--- src/hw/rtl/rtlpm_pkg.sv ---
// ----------------------------------------------------------------------------
// rtlpm_pkg: shared types for the longest-prefix-match route table
// Command and status codes, sequencer states and the per-entry compare flags.
// ----------------------------------------------------------------------------
package rtlpm_pkg;

  // Fixed field widths of the request and result words.
  localparam int ADDR_W    = 32;
  localparam int CMD_W     = 2;
  localparam int STATUS_W  = 2;
  localparam int ID_PORT_W = 4;
  localparam int INDEX_W   = 3;

  // Command codes carried by an input word.
  typedef enum logic [CMD_W-1:0] {
    CMD_ADD      = 2'd0,
    CMD_DELETE   = 2'd1,
    CMD_LOOKUP   = 2'd2,
    CMD_RESERVED = 2'd3
  } cmd_e;

  // Status codes carried by a result word.
  typedef enum logic [STATUS_W-1:0] {
    STATUS_OK       = 2'd0,
    STATUS_FULL     = 2'd1,
    STATUS_NO_ROUTE = 2'd2
  } status_e;

  // Sequencer states, one-hot.
  typedef enum logic [2:0] {
    S_IDLE   = 3'b001,
    S_SCAN   = 3'b010,
    S_RESULT = 3'b100
  } state_e;

  // Compare flags for the entry currently read from the table.
  typedef struct packed {
    logic hit;   // Entry qualifies for the lookup.
    logic take;  // Entry qualifies and beats the best match so far.
    logic del;   // Entry is valid and belongs to the request's interface.
  } rtlpm_match_t;

endpackage

--- src/hw/rtl/route_table_longest_prefix_top.sv ---
// ----------------------------------------------------------------------------
// route_table_longest_prefix_top: IPv4 longest-prefix-match route table
// Add, delete-by-interface and lookup commands over a small table of routes.
// ----------------------------------------------------------------------------
// The block handles one word at a time. Route fields sit in a synchronous
// memory and the valid bits in flip-flops, so reset empties the table at once
// with no clearing pass. A sequencer walks the entries one per cycle: a lookup
// or a delete reads every entry through the memory's single read port, an add
// checks only the valid bits and stops at the first free slot, and command code
// three skips the scan. A result that cannot leave the output register holds the
// sequencer in its last step. The result sits in an output register, so a new
// word is taken while the previous result still waits.
module route_table_longest_prefix_top #(
  parameter int TABLE_ENTRIES  = 8,
  parameter int INTERFACE_BITS = 4,
  parameter int NAMESPACE_BITS = 4
) (
  input  logic                           clk_i,
  input  logic                           rst_ni,
  input  logic                           in_valid_i,
  output logic                           in_ready_o,
  input  logic [rtlpm_pkg::CMD_W-1:0]     command_i,
  input  logic [rtlpm_pkg::ADDR_W-1:0]    address_i,
  input  logic [rtlpm_pkg::ADDR_W-1:0]    mask_i,
  input  logic [rtlpm_pkg::ADDR_W-1:0]    next_hop_i,
  input  logic [rtlpm_pkg::ID_PORT_W-1:0] interface_id_i,
  input  logic                           interface_any_i,
  input  logic [rtlpm_pkg::ID_PORT_W-1:0] namespace_id_i,
  input  logic                           namespace_any_i,
  output logic                           out_valid_o,
  input  logic                           out_ready_i,
  output logic [rtlpm_pkg::STATUS_W-1:0]  status_o,
  output logic [rtlpm_pkg::ADDR_W-1:0]    route_next_hop_o,
  output logic [rtlpm_pkg::ID_PORT_W-1:0] route_interface_o,
  output logic [rtlpm_pkg::INDEX_W-1:0]   entry_index_o
);
  import rtlpm_pkg::*;

  localparam int IdxW = $clog2(TABLE_ENTRIES);
  localparam int CntW = $clog2(TABLE_ENTRIES + 1);
  localparam int EntW = 3 * ADDR_W + INTERFACE_BITS + NAMESPACE_BITS;
  localparam logic [CntW-1:0] EndCnt = CntW'(TABLE_ENTRIES);

  // Sequencer and table control state.
  state_e                    state_q, state_d;
  logic [CntW-1:0]           cnt_q, cnt_d;
  logic                      chk_vld_q, chk_vld_d;
  logic [IdxW-1:0]           chk_idx_q, chk_idx_d;
  logic [TABLE_ENTRIES-1:0]  valid_q, valid_d;
  logic                      best_found_q, best_found_d;
  logic [IdxW-1:0]           best_idx_q, best_idx_d;
  logic [ADDR_W-1:0]         best_mask_q, best_mask_d;
  logic [ADDR_W-1:0]         best_hop_q, best_hop_d;
  logic [INTERFACE_BITS-1:0] best_ifc_q, best_ifc_d;

  // Latched request word.
  cmd_e                      cmd_q;
  logic [ADDR_W-1:0]         addr_q;
  logic [ADDR_W-1:0]         mask_q;
  logic [ADDR_W-1:0]         hop_q;
  logic [INTERFACE_BITS-1:0] ifc_q;
  logic                      ifc_any_q;
  logic [NAMESPACE_BITS-1:0] ns_q;
  logic                      ns_any_q;

  // Output register.
  logic                      out_valid_q;
  status_e                   status_q, res_status;
  logic [ADDR_W-1:0]         hop_out_q, res_hop;
  logic [ID_PORT_W-1:0]      ifc_out_q, res_ifc;
  logic [INDEX_W-1:0]        idx_out_q, res_idx;

  // Memory and compare signals.
  logic                      accept;
  logic                      load_out;
  logic [IdxW-1:0]           cnt_idx;
  logic                      ram_we;
  logic                      ram_re;
  logic [EntW-1:0]           ram_wdata;
  logic [EntW-1:0]           ram_rdata;
  logic [ADDR_W-1:0]         ent_net;
  logic [ADDR_W-1:0]         ent_mask;
  logic [ADDR_W-1:0]         ent_hop;
  logic [INTERFACE_BITS-1:0] ent_ifc;
  logic [NAMESPACE_BITS-1:0] ent_ns;
  rtlpm_match_t              match;

  assign in_ready_o = (state_q == S_IDLE);
  assign accept     = in_valid_i && in_ready_o;
  assign cnt_idx    = cnt_q[IdxW-1:0];

  // Route field storage.
  assign ram_wdata = {addr_q, mask_q, hop_q, ifc_q, ns_q};
  assign {ent_net, ent_mask, ent_hop, ent_ifc, ent_ns} = ram_rdata;

  rtlpm_entry_ram #(
    .DEPTH (TABLE_ENTRIES),
    .WIDTH (EntW)
  ) u_entry_ram (
    .clk_i   (clk_i),
    .we_i    (ram_we),
    .waddr_i (cnt_idx),
    .wdata_i (ram_wdata),
    .re_i    (ram_re),
    .raddr_i (cnt_idx),
    .rdata_o (ram_rdata)
  );

  // Compare of the entry read in the previous cycle.
  rtlpm_match #(
    .IF_W (INTERFACE_BITS),
    .NS_W (NAMESPACE_BITS)
  ) u_match (
    .entry_valid_i   (valid_q[chk_idx_q]),
    .entry_network_i (ent_net),
    .entry_mask_i    (ent_mask),
    .entry_ifc_i     (ent_ifc),
    .entry_ns_i      (ent_ns),
    .req_addr_i      (addr_q),
    .req_ifc_i       (ifc_q),
    .req_ifc_any_i   (ifc_any_q),
    .req_ns_i        (ns_q),
    .req_ns_any_i    (ns_any_q),
    .best_found_i    (best_found_q),
    .best_mask_i     (best_mask_q),
    .match_o         (match)
  );

  // Request capture; identifiers are cut or extended to their stored widths.
  always_ff @(posedge clk_i) begin
    if (accept) begin
      cmd_q     <= cmd_e'(command_i);
      addr_q    <= address_i;
      mask_q    <= mask_i;
      hop_q     <= next_hop_i;
      ifc_q     <= INTERFACE_BITS'(interface_id_i);
      ifc_any_q <= interface_any_i;
      ns_q      <= NAMESPACE_BITS'(namespace_id_i);
      ns_any_q  <= namespace_any_i;
    end
  end

  // Sequencer: walks the table one entry per cycle.
  always_comb begin
    state_d      = state_q;
    cnt_d        = cnt_q;
    chk_vld_d    = 1'b0;
    chk_idx_d    = chk_idx_q;
    valid_d      = valid_q;
    best_found_d = best_found_q;
    best_idx_d   = best_idx_q;
    best_mask_d  = best_mask_q;
    best_hop_d   = best_hop_q;
    best_ifc_d   = best_ifc_q;
    ram_we       = 1'b0;
    ram_re       = 1'b0;
    load_out     = 1'b0;

    case (state_q)
      S_IDLE: begin
        if (accept) begin
          cnt_d        = '0;
          best_found_d = 1'b0;
          state_d      = (command_i == CMD_RESERVED) ? S_RESULT : S_SCAN;
        end
      end
      S_SCAN: begin
        if (cmd_q == CMD_ADD) begin
          // Add needs only the valid bits: stop at the first free slot.
          if (cnt_q == EndCnt) begin
            state_d = S_RESULT;
          end else if (!valid_q[cnt_idx]) begin
            ram_we           = 1'b1;
            valid_d[cnt_idx] = 1'b1;
            best_found_d     = 1'b1;
            best_idx_d       = cnt_idx;
            state_d          = S_RESULT;
          end else begin
            cnt_d = CntW'(cnt_q + 1'b1);
          end
        end else begin
          // Lookup and delete read every entry; the last one is checked
          // in the cycle that leaves the scan.
          if (cnt_q != EndCnt) begin
            ram_re    = 1'b1;
            chk_vld_d = 1'b1;
            chk_idx_d = cnt_idx;
            cnt_d     = CntW'(cnt_q + 1'b1);
          end else begin
            state_d = S_RESULT;
          end
        end
      end
      S_RESULT: begin
        if (!out_valid_q || out_ready_i) begin
          load_out = 1'b1;
          state_d  = S_IDLE;
        end
      end
      default: begin
        state_d = S_IDLE;
      end
    endcase

    // Act on the entry that came out of the memory this cycle.
    if (chk_vld_q) begin
      if ((cmd_q == CMD_DELETE) && match.del) begin
        valid_d[chk_idx_q] = 1'b0;
      end
      if ((cmd_q == CMD_LOOKUP) && match.take) begin
        best_found_d = 1'b1;
        best_idx_d   = chk_idx_q;
        best_mask_d  = ent_mask;
        best_hop_d   = ent_hop;
        best_ifc_d   = ent_ifc;
      end
    end
  end

  // Control registers.
  always_ff @(posedge clk_i or negedge rst_ni) begin
    if (!rst_ni) begin
      state_q      <= S_IDLE;
      cnt_q        <= '0;
      chk_vld_q    <= 1'b0;
      chk_idx_q    <= '0;
      valid_q      <= '0;
      best_found_q <= 1'b0;
    end else begin
      state_q      <= state_d;
      cnt_q        <= cnt_d;
      chk_vld_q    <= chk_vld_d;
      chk_idx_q    <= chk_idx_d;
      valid_q      <= valid_d;
      best_found_q <= best_found_d;
    end
  end

  // Best-match payload registers.
  always_ff @(posedge clk_i) begin
    best_idx_q  <= best_idx_d;
    best_mask_q <= best_mask_d;
    best_hop_q  <= best_hop_d;
    best_ifc_q  <= best_ifc_d;
  end

  // Result word for the finished command.
  always_comb begin
    res_status = STATUS_OK;
    res_hop    = '0;
    res_ifc    = '0;
    res_idx    = '0;
    case (cmd_q)
      CMD_ADD: begin
        if (best_found_q) begin
          res_idx = INDEX_W'(best_idx_q);
        end else begin
          res_status = STATUS_FULL;
        end
      end
      CMD_LOOKUP: begin
        if (best_found_q) begin
          res_hop = best_hop_q;
          res_ifc = ID_PORT_W'(best_ifc_q);
          res_idx = INDEX_W'(best_idx_q);
        end else begin
          res_status = STATUS_NO_ROUTE;
        end
      end
      default: begin
        res_status = STATUS_OK;
      end
    endcase
  end

  // Output register: holds the word until the consumer takes it.
  always_ff @(posedge clk_i or negedge rst_ni) begin
    if (!rst_ni) begin
      out_valid_q <= 1'b0;
    end else if (load_out) begin
      out_valid_q <= 1'b1;
    end else if (out_ready_i) begin
      out_valid_q <= 1'b0;
    end
  end

  always_ff @(posedge clk_i) begin
    if (load_out) begin
      status_q  <= res_status;
      hop_out_q <= res_hop;
      ifc_out_q <= res_ifc;
      idx_out_q <= res_idx;
    end
  end

  assign out_valid_o       = out_valid_q;
  assign status_o          = status_q;
  assign route_next_hop_o  = hop_out_q;
  assign route_interface_o = ifc_out_q;
  assign entry_index_o     = idx_out_q;

  // A memory read is checked only while the scan is running.
  a_chk_in_scan : assert property (@(posedge clk_i) disable iff (!rst_ni)
    chk_vld_q |-> (state_q == S_SCAN))
    else $error("entry check outside of a scan");

  // Only an add may mark new entries valid.
  a_no_spurious_valid : assert property (@(posedge clk_i) disable iff (!rst_ni)
    ((state_q == S_SCAN) && (cmd_q != CMD_ADD)) |=>
      ($countones(valid_q) <= $countones($past(valid_q))))
    else $error("valid entry appeared outside of an add");

  // An add reports a full table only when every slot is taken.
  a_full_means_full : assert property (@(posedge clk_i) disable iff (!rst_ni)
    ((state_q == S_RESULT) && (cmd_q == CMD_ADD) && !best_found_q) |-> (&valid_q))
    else $error("table full reported with a free slot");

endmodule

--- src/hw/rtl/rtlpm_entry_ram.sv ---
// ----------------------------------------------------------------------------
// rtlpm_entry_ram: route entry storage
// Simple dual-port synchronous memory, one write and one registered read.
// ----------------------------------------------------------------------------
module rtlpm_entry_ram #(
  parameter int DEPTH = 8,
  parameter int WIDTH = 8,
  localparam int AddrW = $clog2(DEPTH)
) (
  input  logic             clk_i,
  input  logic             we_i,
  input  logic [AddrW-1:0] waddr_i,
  input  logic [WIDTH-1:0] wdata_i,
  input  logic             re_i,
  input  logic [AddrW-1:0] raddr_i,
  output logic [WIDTH-1:0] rdata_o
);

  logic [WIDTH-1:0] mem_q [DEPTH];
  logic [WIDTH-1:0] rdata_q;

  // Write port.
  always_ff @(posedge clk_i) begin
    if (we_i) begin
      mem_q[waddr_i] <= wdata_i;
    end
  end

  // Registered read port.
  always_ff @(posedge clk_i) begin
    if (re_i) begin
      rdata_q <= mem_q[raddr_i];
    end
  end

  assign rdata_o = rdata_q;

endmodule

--- src/hw/rtl/rtlpm_match.sv ---
// ----------------------------------------------------------------------------
// rtlpm_match: per-entry route compare
// Checks one stored entry against a lookup or delete request and against the
// best match found so far.
// ----------------------------------------------------------------------------
module rtlpm_match #(
  parameter int IF_W = 4,
  parameter int NS_W = 4
) (
  input  logic                        entry_valid_i,
  input  logic [rtlpm_pkg::ADDR_W-1:0] entry_network_i,
  input  logic [rtlpm_pkg::ADDR_W-1:0] entry_mask_i,
  input  logic [IF_W-1:0]             entry_ifc_i,
  input  logic [NS_W-1:0]             entry_ns_i,
  input  logic [rtlpm_pkg::ADDR_W-1:0] req_addr_i,
  input  logic [IF_W-1:0]             req_ifc_i,
  input  logic                        req_ifc_any_i,
  input  logic [NS_W-1:0]             req_ns_i,
  input  logic                        req_ns_any_i,
  input  logic                        best_found_i,
  input  logic [rtlpm_pkg::ADDR_W-1:0] best_mask_i,
  output rtlpm_pkg::rtlpm_match_t     match_o
);
  import rtlpm_pkg::*;

  logic ifc_eq;
  logic ns_eq;
  logic net_eq;

  assign ifc_eq = (entry_ifc_i == req_ifc_i);
  assign ns_eq  = (entry_ns_i == req_ns_i);
  assign net_eq = ((req_addr_i & entry_mask_i) == entry_network_i);

  // The numerically larger mask wins; on equal masks the earlier entry stays.
  always_comb begin
    match_o.hit  = entry_valid_i && net_eq && (req_ifc_any_i || ifc_eq) &&
                   (req_ns_any_i || ns_eq);
    match_o.take = match_o.hit && (!best_found_i || (entry_mask_i > best_mask_i));
    match_o.del  = entry_valid_i && ifc_eq;
  end

endmodule

--- config.mk ---
export PLATFORM = sky130hd
export DESIGN_NAME = route_table_longest_prefix_top
export DESIGN_NICKNAME = d
export VERILOG_FILES = /design/src/hw/rtl/rtlpm_pkg.sv /design/src/hw/rtl/route_table_longest_prefix_top.sv /design/src/hw/rtl/rtlpm_entry_ram.sv /design/src/hw/rtl/rtlpm_match.sv
export SDC_FILE = /design/constraint.sdc
export NUM_CORES = 1
export LEC_CHECK = 0
export ABC_AREA = 1
export BUFFER_PORTS_ARGS = -buffer_cell sky130_fd_sc_hd__clkbuf_2
export CORE_MARGIN = 3
export CORE_UTILIZATION = 40
export CTS_BUF_LIST = sky130_fd_sc_hd__clkbuf_8
export CTS_CLUSTER_DIAMETER = 40
export DETAILED_ROUTE_END_ITERATION = 6
export RECOVER_POWER = 50
export SLEW_MARGIN = 10
export SYNTH_ARGS = -nofsm -noshare
export SYNTH_HDL_FRONTEND = slang
export SYNTH_SLANG_ARGS = --single-unit
--- constraint.sdc ---
create_clock -name clk_i -period 8.18 [get_ports clk_i]
set_input_delay 0.409 -clock clk_i [delete_from_list [all_inputs] [get_ports clk_i]]
set_output_delay 0.409 -clock clk_i [all_outputs]
set_load 0.02 [all_outputs]
# Word level (Yosys, flattened, before mapping)
# Memory sizes are Yosys's and may differ from the RTL's. A register that Yosys moved wholly into a read port is not among the register bits.
# Index checks and enable logic that the tools add are counted.
# word_totals
reg_bits	241
mem_bits_rw	832
in_bits	112
mem_count	1
# classes
addsub	1
order_cmp	5
n_eq_ne	18
muxes	57
bitwise_logic	5
n_reduce_logical	26
# memory_table
memory	words	word_bits	read_ports	rd_clocked_by_memory_dff	wr	line	rtl
u_entry_ram.mem_q	8	104	1	1	1	rtlpm_entry_ram.sv:19	logic [WIDTH-1:0] mem_q [DEPTH];
# op_table
cell	count
$mux 8	6
$mux 3	13
$and 32x32->32	1
$eq 32x32->1	1
$gt 32x32->1	1
$mux 1	24
$mux 4	5
$ne 3x3->1 const B	4
$logic_and 1x1->1	10
$pmux 3 s3	1
$and 8x8->8	1
$eq 4x4->1	2
$lt 3x4->1 const B	2
$ne 4x4->1 const B	2
$not 8->8	1
$or 8x8->8	1
$pmux 4 s2	1
$bmux 1 s3	2
$demux 1 s3	2
$ge 3x1->1 const B	2
$reduce_and 2->1	3
$reduce_and 5->1	1
$add 4x1->4 const B	1
$eq 2x2->1 const B	2
18 further kinds	23

# Longest topological paths before layout
# Gate-level depths: netlist (run 1).
# depth
depth_word	12
ltp_mapped	18
depth_no_buf	18

# Modules after synthesis
# Synthesis (run 1) repeated with hierarchy kept, for this count alone.
# hier_totals
hier_cells	4501
hier_area_um2	49213.4
# modules_own_cells
mod	n_inst	cells_each	area_each_um2	seq_area_each_um2
rtlpm_entry_ram	1	3716	39245.1	28107.0
route_table_longest_prefix_top	1	503	8384.3	7103.1
rtlpm_match	1	282	1584.0	0.0

# Worst setup path before layout (run 1)
# Ideal clock, no wire load.
# synth_timing
path_type	reg2reg
startpoint	register cnt_q[0]
endpoint	register cnt_q[0]
arrival_time_ns	6.158
required_ns	8.103
setup_slack_ns	1.945
stages_incl_launch_ff	13
n_path_buf	3
period_less_slack_ns	6.235
path_cell_list	dfrtp_1 > inv_2 > buf_2 > buf_2 > clkbuf_1 > ha_1 > nand3_2 > inv_1 > nor3_2 > nor2_1 > nand2_1 > nand2_1 > a21oi_1
# synth_via
elab_chain_cells	5
elab_cells_between_ends	14
cone_classes	add/sub (1); eq/ne (5); mux (7); reduce/logical (1)
# synth_lines
item	line	rtl
start: declaration	route_table_longest_prefix_top.sv:46	logic [CntW-1:0] cnt_q, cnt_d;
start signal: assignment	route_table_longest_prefix_top.sv:231	cnt_q <= cnt_d;
$add 4x1->4	route_table_longest_prefix_top.sv:179, route_table_longest_prefix_top.sv:188	
$mux 4	route_table_longest_prefix_top.sv:172	end else if (!valid_q[cnt_idx]) begin
$mux 4	route_table_longest_prefix_top.sv:170	if (cnt_q == EndCnt) begin
$mux 4	route_table_longest_prefix_top.sv:168	if (cmd_q == CMD_ADD) begin
$pmux 4 s2	route_table_longest_prefix_top.sv:159	case (state_q)
# Several ways; a longest one is shown, not always the timed one. The select of a mux whose other input is x is not followed.
# A chain may end at the register's enable or synchronous reset.

# Worst setup path after layout (run 1)
# layout_timing
startpoint	register cnt_q[0]
endpoint	memory u_entry_ram.mem_q[2][15] (netlist name) (enable)
# layout_via
elab_chain_cells	8
elab_cells_between_ends	9
cone_classes	eq/ne (1); mux (8)
# layout_lines
item	line	rtl
$bmux 1 s3	route_table_longest_prefix_top.sv:172	
$mux 1 (not written as such)	route_table_longest_prefix_top.sv:172	
$mux 1	route_table_longest_prefix_top.sv:172	
$mux 1	route_table_longest_prefix_top.sv:170	
$mux 1	route_table_longest_prefix_top.sv:168	
$mux 1	route_table_longest_prefix_top.sv:159	
$mux 1	rtlpm_entry_ram.sv:24	if (we_i) begin
$mux 1 (not written as such)	rtlpm_entry_ram.sv:25	mem_q[waddr_i] <= wdata_i;
end: declaration	rtlpm_entry_ram.sv:19	
# Several ways; a longest one is shown, not always the timed one. The select of a mux whose other input is x is not followed.

==> results of run 1 <==
## per-stage QoR
step / worst slack [ps] / hold slack (ps)
after CTS: 3310 / 9.99
final: 3490 / 266
after global placement: 3460 / 404
after floorplan: 1950 / 113
after global routing: 3110 / 216
after detailed placement: 3380 / 405
## timing repair
item	in CTS	in global routing
setup buffers	0	0
hold buffers	111	0
endpoints found under the hold margin	134	0
## final cells by class
type,count,area (sq um),area share [%]
tap,1403,1760,3.47
inverter,126,482,0.951
clock buffer,190,2620,5.16
clock inverter,147,898,1.77
timing repair buffer,297,2080,4.10
sequential,1177,35200,69.5
antenna,1,2.50,0.00494
multi-input combinational,1505,7590,15.0
## flip-flops by register name, indices dropped and copies added, names as in the netlist, 8 cells and up
name                 cells
valid_q                  8
best_mask_q             32
hop_q                   32
u_entry_ram.rdata_o    104
mask_q                  32
best_hop_q              32
route_next_hop_o        32
u_entry_ram.mem_q      832
addr_q                  32
## power groups by stage
stage	Clock, mW	Combinational [mW]	Sequential (mW)
global route	5.11	3.12	7.87
floorplan	0	1.86	7.77
finish	4.69	2.77	7.81
CTS	4.83	2.83	7.81
global placement	0	2.75	7.92
detailed placement	0	2.77	7.93
## cell usage in the layout (no fill, tap or decap), types with 3 or more instances in the layout
master | Yosys | layout
edfxtp_1 | 1153 | 1153
nor2_1 | 427 | 426
o21ai_0 | 284 | 284
nand2_1 | 265 | 265
clkbuf_8 | 0 | 190
inv_1 | 120 | 177
a21oi_1 | 120 | 120
dlygate4sd3_1 | 0 | 111
o211ai_1 | 108 | 108
o22ai_1 | 106 | 106
clkbuf_2 | 0 | 91
clkbuf_1 | 93 | 64
clkinv_1 | 0 | 47
o21ai_1 | 45 | 45
ha_1 | 34 | 34
buf_4 | 1 | 28
nand3_1 | 25 | 25
dfrtp_1 | 20 | 19
nand4_1 | 16 | 16
or2_2 | 16 | 16
clkinv_2 | 0 | 16
nor2_4 | 1 | 13
xor2_1 | 13 | 13
nor3_1 | 7 | 7
xnor2_1 | 7 | 7
clkinvlp_4 | 0 | 7
nand3b_1 | 6 | 6
bufinv_16 | 0 | 6
inv_2 | 6 | 5
clkinv_8 | 0 | 5
o21a_1 | 3 | 3
dfxtp_1 | 3 | 3
buf_12 | 0 | 3
## routing by layer
layer	wire, um	part of all wire, %
met1	43900	44
met2	47700	48
met3	5220	5.3
met4	2220	2.2
met5	0	0
## cells by family (layout without fill, tap and decap cells)
logic type	count (synthesis)	in the layout	synth area share, %
xor gates and xnor gates	20	20	0.401
other	0	1	0
adders and majority gates	34	34	0.973
DFF	1177	1177	80.5
AOI/OAI and AO/OA	668	668	8.60
buffers and inverters	256	760	2.28
and+or+nand+nor	783	783	7.23
## critical path: stages, from the launching register on
cell	delay [ps]
dfrtp_4	570
buf_4	750
nand2_1	130
o211ai_1	130
o21ai_1	130
inv_2	100
nand4_4	110
nor2_1	150
inv_2	110
nor2_4	730
buf_4	780
buf_4	580
## worst max path at each step
stage                     slack (ps)  cells past startpoint                  endpoint  startpoint
after floorplan                 1950                     12                  cnt_q[0]    cnt_q[0]
after global placement          3460                     11  u_entry_ram.mem_q[2][15]    cnt_q[0]
after detailed placement        3380                     11  u_entry_ram.mem_q[5][16]    cnt_q[0]
after CTS                       3310                     11   u_entry_ram.mem_q[5][8]    cnt_q[0]
after global routing            3110                     11   u_entry_ram.mem_q[5][8]    cnt_q[0]
final                           3490                     11  u_entry_ram.mem_q[2][15]    cnt_q[0]
==> results.sh, run 1 <==
export IMPL_setup_tns_ps=0
export IMPL_synth_seq_cells=1177
export IMPL_coreArea_sq_um=108000
export IMPL_clock_sinks=1177
export IMPL_synth_cell_types=36
export IMPL_period_needed_ps=4690
export IMPL_grt_overflow_total=0
export IMPL_maxSlewHeadroom_pct=-71.7
export IMPL_numCtsBuffers=188
export IMPL_synth_edff_count=1153
export IMPL_combPwrFrac_pct=18.1
export IMPL_synth_most_common_cell="edfxtp_1"
export IMPL_clk_pin_slew_ps=60
export IMPL_place_gp_congestion=0.812
export IMPL_clock_power_share_pct=30.7
export IMPL_p_int_mw=10.6
export IMPL_min_to="mask_q[18]"
export IMPL_p_seq_share_pct=51.2
export IMPL_required_ps=8650
export IMPL_synth_warnings=0
export IMPL_use_met3_pct=3.22
export IMPL_drc_errors=0
export IMPL_drive_gt1_share_pct=11.6
export IMPL_tightest_slew_ps=2580
export IMPL_reg2reg_depth=11
export IMPL_root_buffer="clkbuf_8"
export IMPL_synth_area_sq_um=43700
export IMPL_hp_class="input pin to flop"
export IMPL_area_growth_pct=15.8
export IMPL_grt_most_used_layer="met2"
export IMPL_rsz0062_at_grt="no"
export IMPL_ys_top_cells_by_area="edfxtp_1 79%, nor2_1 3.7%, o21ai_0 3.3%"
export IMPL_violations="max-capacitance violations, max-slew violations"
export IMPL_port_buffer_count=154
export IMPL_fin_worst_skew_ps=79.0
export IMPL_ctsLongestPathBuffers=3
export IMPL_r2r_slack_ps=3490
export IMPL_min_path_cells=2
export IMPL_antenna_found_initial=1
export IMPL_critPathLaunchType="flop"
export IMPL_die_h_um=337
export IMPL_p_switching_mw=4.64
export IMPL_async_flop_share_pct=1.78
export IMPL_cp_max_fo=82
export IMPL_syn_nets=3084
export IMPL_detail_route_antenna_nets=0
export IMPL_crit_type="flop to flop"
export IMPL_grtUsageTotal_pct=17.5
export IMPL_power_mw=15.3
export IMPL_finalMaxSlewViolations=124
export IMPL_first_global_vias=25100
export IMPL_synth_seq_area_share_pct=80.5
export IMPL_fp_dieArea_sq_um=113000
export IMPL_routedWlPerCell_um=20.4
export IMPL_htree_levels=4
export IMPL_post_route_util_pct=47.0
export IMPL_insertion_delay_ps=870
export IMPL_grt_pass1_wl_mm=150
export IMPL_fill_cells=9433
export IMPL_worstPathArrival_ps=5160
export IMPL_cap_violations=3
export IMPL_ys_flop_type="edfxtp_1"
export IMPL_start_util_pct=40.6
export IMPL_hold_start="mask_i[18]"
export IMPL_use_met2_pct=28.4
export IMPL_rr_endpoint="u_entry_ram.mem_q[2][15]"
export IMPL_grt_max_degree=213
export IMPL_drtIter0Drc=1970
export IMPL_synth_top_cell_area_share_pct=79.2
export IMPL_cts_tree="done"
export IMPL_num_nets_final=3441
export IMPL_routed_wirelength_mm=99.0
export IMPL_synth_top_area_cell="edfxtp_1"
export IMPL_post_route_period_util_pct=57.3
export IMPL_vias_per_cell=5.14
export IMPL_fp_dieW_um=337
export IMPL_route_vias_total=24900
export IMPL_end_kind="flop"
export IMPL_stdcell_area_sq_um=50600
export IMPL_synth_cells=2938
export IMPL_num_rows=120
export IMPL_cts_resized=0
export IMPL_hold_viol_final=0
export IMPL_powerDensity_nw_per_um2=302
export IMPL_reg2reg_from="cnt_q[0]"
export IMPL_switching_share_pct=30.4
export IMPL_dp_hpwl_mm=54.6
export IMPL_gr_usage_met1_pct=23.8
export IMPL_io_pin_count=155
export IMPL_post_place_cells=4397
export IMPL_ir_drop_v=0.000183
export IMPL_fmax_mhz=213
export IMPL_synthTopCellsByCount="1153 x edfxtp_1, 427 x nor2_1, 284 x o21ai_0"
export IMPL_final_cells=4846
export IMPL_p_leak_nw=17.0
export IMPL_avgSynthCellArea_sq_um=14.9
export IMPL_firstDrtPassIters=6
export IMPL_status="finished with violations"
export IMPL_final_setup_viol_count=0
export IMPL_dpl_cell_area_sq_um=46100
Power figures use the tool's default switching activity.
==> run 2: changes to the inputs <==
- clock period: 8.18 -> 3.9 ns (I/O delays scaled with it)
==> run 2 against run 1 <==
The flow still finishes with violations (max-capacitance violations, max-slew violations). Register-to-register slack got worse by 2800 ps. Hold slack got worse by 190 ps. Maximum frequency increased by 46%. Die area unchanged. Sequential cell count unchanged. Utilization increased by 0.88 points. Sequential power increased by 110%. Critical endpoint is now u_entry_ram.rdata_o[20].
==> results.sh, run 2 (synthesis gave the netlist of run 1 again) <==
export IMPL_switching_share_pct=30.8
export IMPL_p_leak_nw=17.4
export IMPL_cap_violations=3
export IMPL_worstPathArrival_ps=3720
export IMPL_drive_gt1_share_pct=11.8
export IMPL_cp_max_fo=16
export IMPL_pre_cts_ws_ps=867
export IMPL_vias_per_cell=5.18
export IMPL_route_vias_total=25600
export IMPL_rsz0062_at_grt="no"
export IMPL_detail_route_antenna_nets=0
export IMPL_worst_slack_ps=696
export IMPL_antenna_found_initial=3
export IMPL_required_ps=4420
export IMPL_insertion_delay_ps=860
export IMPL_post_route_util_pct=47.8
export IMPL_ctsLongestPathBuffers=3
export IMPL_drtIter0Drc=2080
export IMPL_routedWlPerCell_um=21.0
export IMPL_cp_slowest_cell="nor3_2"
export IMPL_critPathLaunchType="flop"
export IMPL_ir_drop_v=0.000456
export IMPL_start_util_pct=40.6
export IMPL_clock_power_share_pct=30.2
export IMPL_largest_reg_flops=832
export IMPL_grt_overflow_total=0
export IMPL_fin_worst_skew_ps=47.4
export IMPL_violations="max-capacitance violations, max-slew violations"
export IMPL_cts_tree="done"
export IMPL_finalMaxSlewViolations=116
export IMPL_area_growth_pct=18.0
export IMPL_p_switching_mw=9.96
export IMPL_cts_resized=0
export IMPL_end_kind="flop"
export IMPL_top_register="u_entry_ram.mem_q"
export IMPL_layout_commonest_cell="edfxtp_1"
export IMPL_maxSlewHeadroom_pct=-39.3
export IMPL_powerDensity_nw_per_um2=627
export IMPL_dp_hpwl_mm=59.1
export IMPL_combPwrFrac_pct=19.3
export IMPL_tightest_slew_ps=2090
export IMPL_numCtsBuffers=193
export IMPL_firstDrtPassIters=7
export IMPL_fp_dieArea_sq_um=113000
export IMPL_io_pin_count=155
export IMPL_critPathTopFamily="simple AND/OR/NAND/NOR gates"
export IMPL_num_rows=120
export IMPL_hp_class="input pin to flop"
export IMPL_postCtsSetupRepairBufs=0
export IMPL_crit_type="flop to flop"
export IMPL_grt_max_degree=158
export IMPL_coreArea_sq_um=108000
export IMPL_die_h_um=337
export IMPL_period_needed_ps=3200
export IMPL_htree_levels=4
export IMPL_place_gp_congestion=0.867
export IMPL_post_route_period_util_pct=82.2
export IMPL_clk_pin_slew_ps=60
export IMPL_grt_pass1_wl_mm=156
export IMPL_num_nets_final=3527
export IMPL_p_int_mw=22.4
export IMPL_p_seq_share_pct=50.5
export IMPL_port_buffer_count=154
export IMPL_fp_dieW_um=337
export IMPL_hold_viol_final=0
export IMPL_drc_errors=0
export IMPL_setup_tns_ps=0
export IMPL_final_setup_viol_count=0
export IMPL_status="finished with violations"
export IMPL_cp_cell_sequence="inv_8 > ha_4 > nand3_4 > inv_2 > nor3_2 > buf_4"
export IMPL_cp_num_buf_inv=3
export IMPL_routed_wirelength_mm=104
export IMPL_final_cell_mix="1153 x edfxtp_1, 426 x nor2_1, 283 x o21ai_0"
export IMPL_root_buffer="clkbuf_8"
export IMPL_clock_sinks=1177
export IMPL_grtUsageTotal_pct=18.2
export IMPL_fmax_mhz=312
export IMPL_first_global_vias=25400
export IMPL_max_stage_delay_ps=1020
## run 2: cell types whose count changed in the layout (fill, tap and decap cells not counted), moves of 2 or more
cell	delta
buf_4	+8
inv_1	+8
clkinv_1	+3
clkbuf_8	+4
clkinv_2	-3
clkbuf_1	+18
dlygate4sd3_1	+42
clkinv_8	-2
clkbuf_2	-10
inv_6	+2
inv_16	-2
clkinv_4	-2
buf_12	+23
## run 2: final cells by class
class                           instances  area (sq um)
Sequential cell                      1177         35200
Multi-Input combinational cell       1505          7610
Clock inverter                        151           821
Fill cell                            9425         56200
Antenna cell                            1          2.50
Tap cell                             1403          1760
Timing Repair Buffer                  378          3040
Inverter                              126           483
Clock buffer                          194          2670
## run 2: power groups by stage
stage          combinational [mW]  sequential [mW]  clock [mW]
2_1_floorplan                3.94             16.3           0
3_3_place_gp                 6.22             16.6           0
3_5_place_dp                 6.24             16.6           0
4_1_cts                      6.40             16.3        10.0
5_1_grt                      6.93             16.4        10.6
6_report                     6.23             16.3        9.77
## run 2: timing repair
action	CTS	global route
hold endpoints to repair	170	0
endpoints found under the setup margin	0	0
hold buffers	153	0
## run 2: metal layers
layer | wire [um] | track usage [%]
met1 | 45100 | 24.7
met2 | 49400 | 29.5
met3 | 5820 | 3.31
met4 | 3170 | 6.84
met5 | 13 | 0
## run 2: worst paths after layout
check	slack [ps]	to	from	cells after the start
min reg2reg	410	best_hop_q[12]	u_entry_ram.rdata_o[20]	0
min	70	hop_q[9]	next_hop_i[9]	2
min in group asynchronous	390	state_q[0]	rst_ni	3
max reg2reg	700	u_entry_ram.rdata_o[20]	cnt_q[0]	6
max	700	u_entry_ram.rdata_o[20]	cnt_q[0]	6
max in group asynchronous	2040	out_valid_o	rst_ni	4
## run 2: worst register-to-register path: stages (launching register included)
cell     delay [ps]
dfrtp_1         870
inv_8           170
ha_4            230
nand3_4         100
inv_2            50
nor3_2         1020
buf_4           430
## run 2: through the flow
stage | cells | total power, mW | hold slack [ps] | instance area [sq um]
floorplan | 2938 | 20.2 | -101 | 43800
global placement | 4436 | 22.8 | 223 | 46700
detailed placement | 4436 | 22.8 | 230 | 46700
CTS | 4934 | 32.8 | 0.242 | 51700
global route | 4935 | 34.0 | 19.6 | 51600
finish | 4935 | 32.3 | 74.6 | 51600
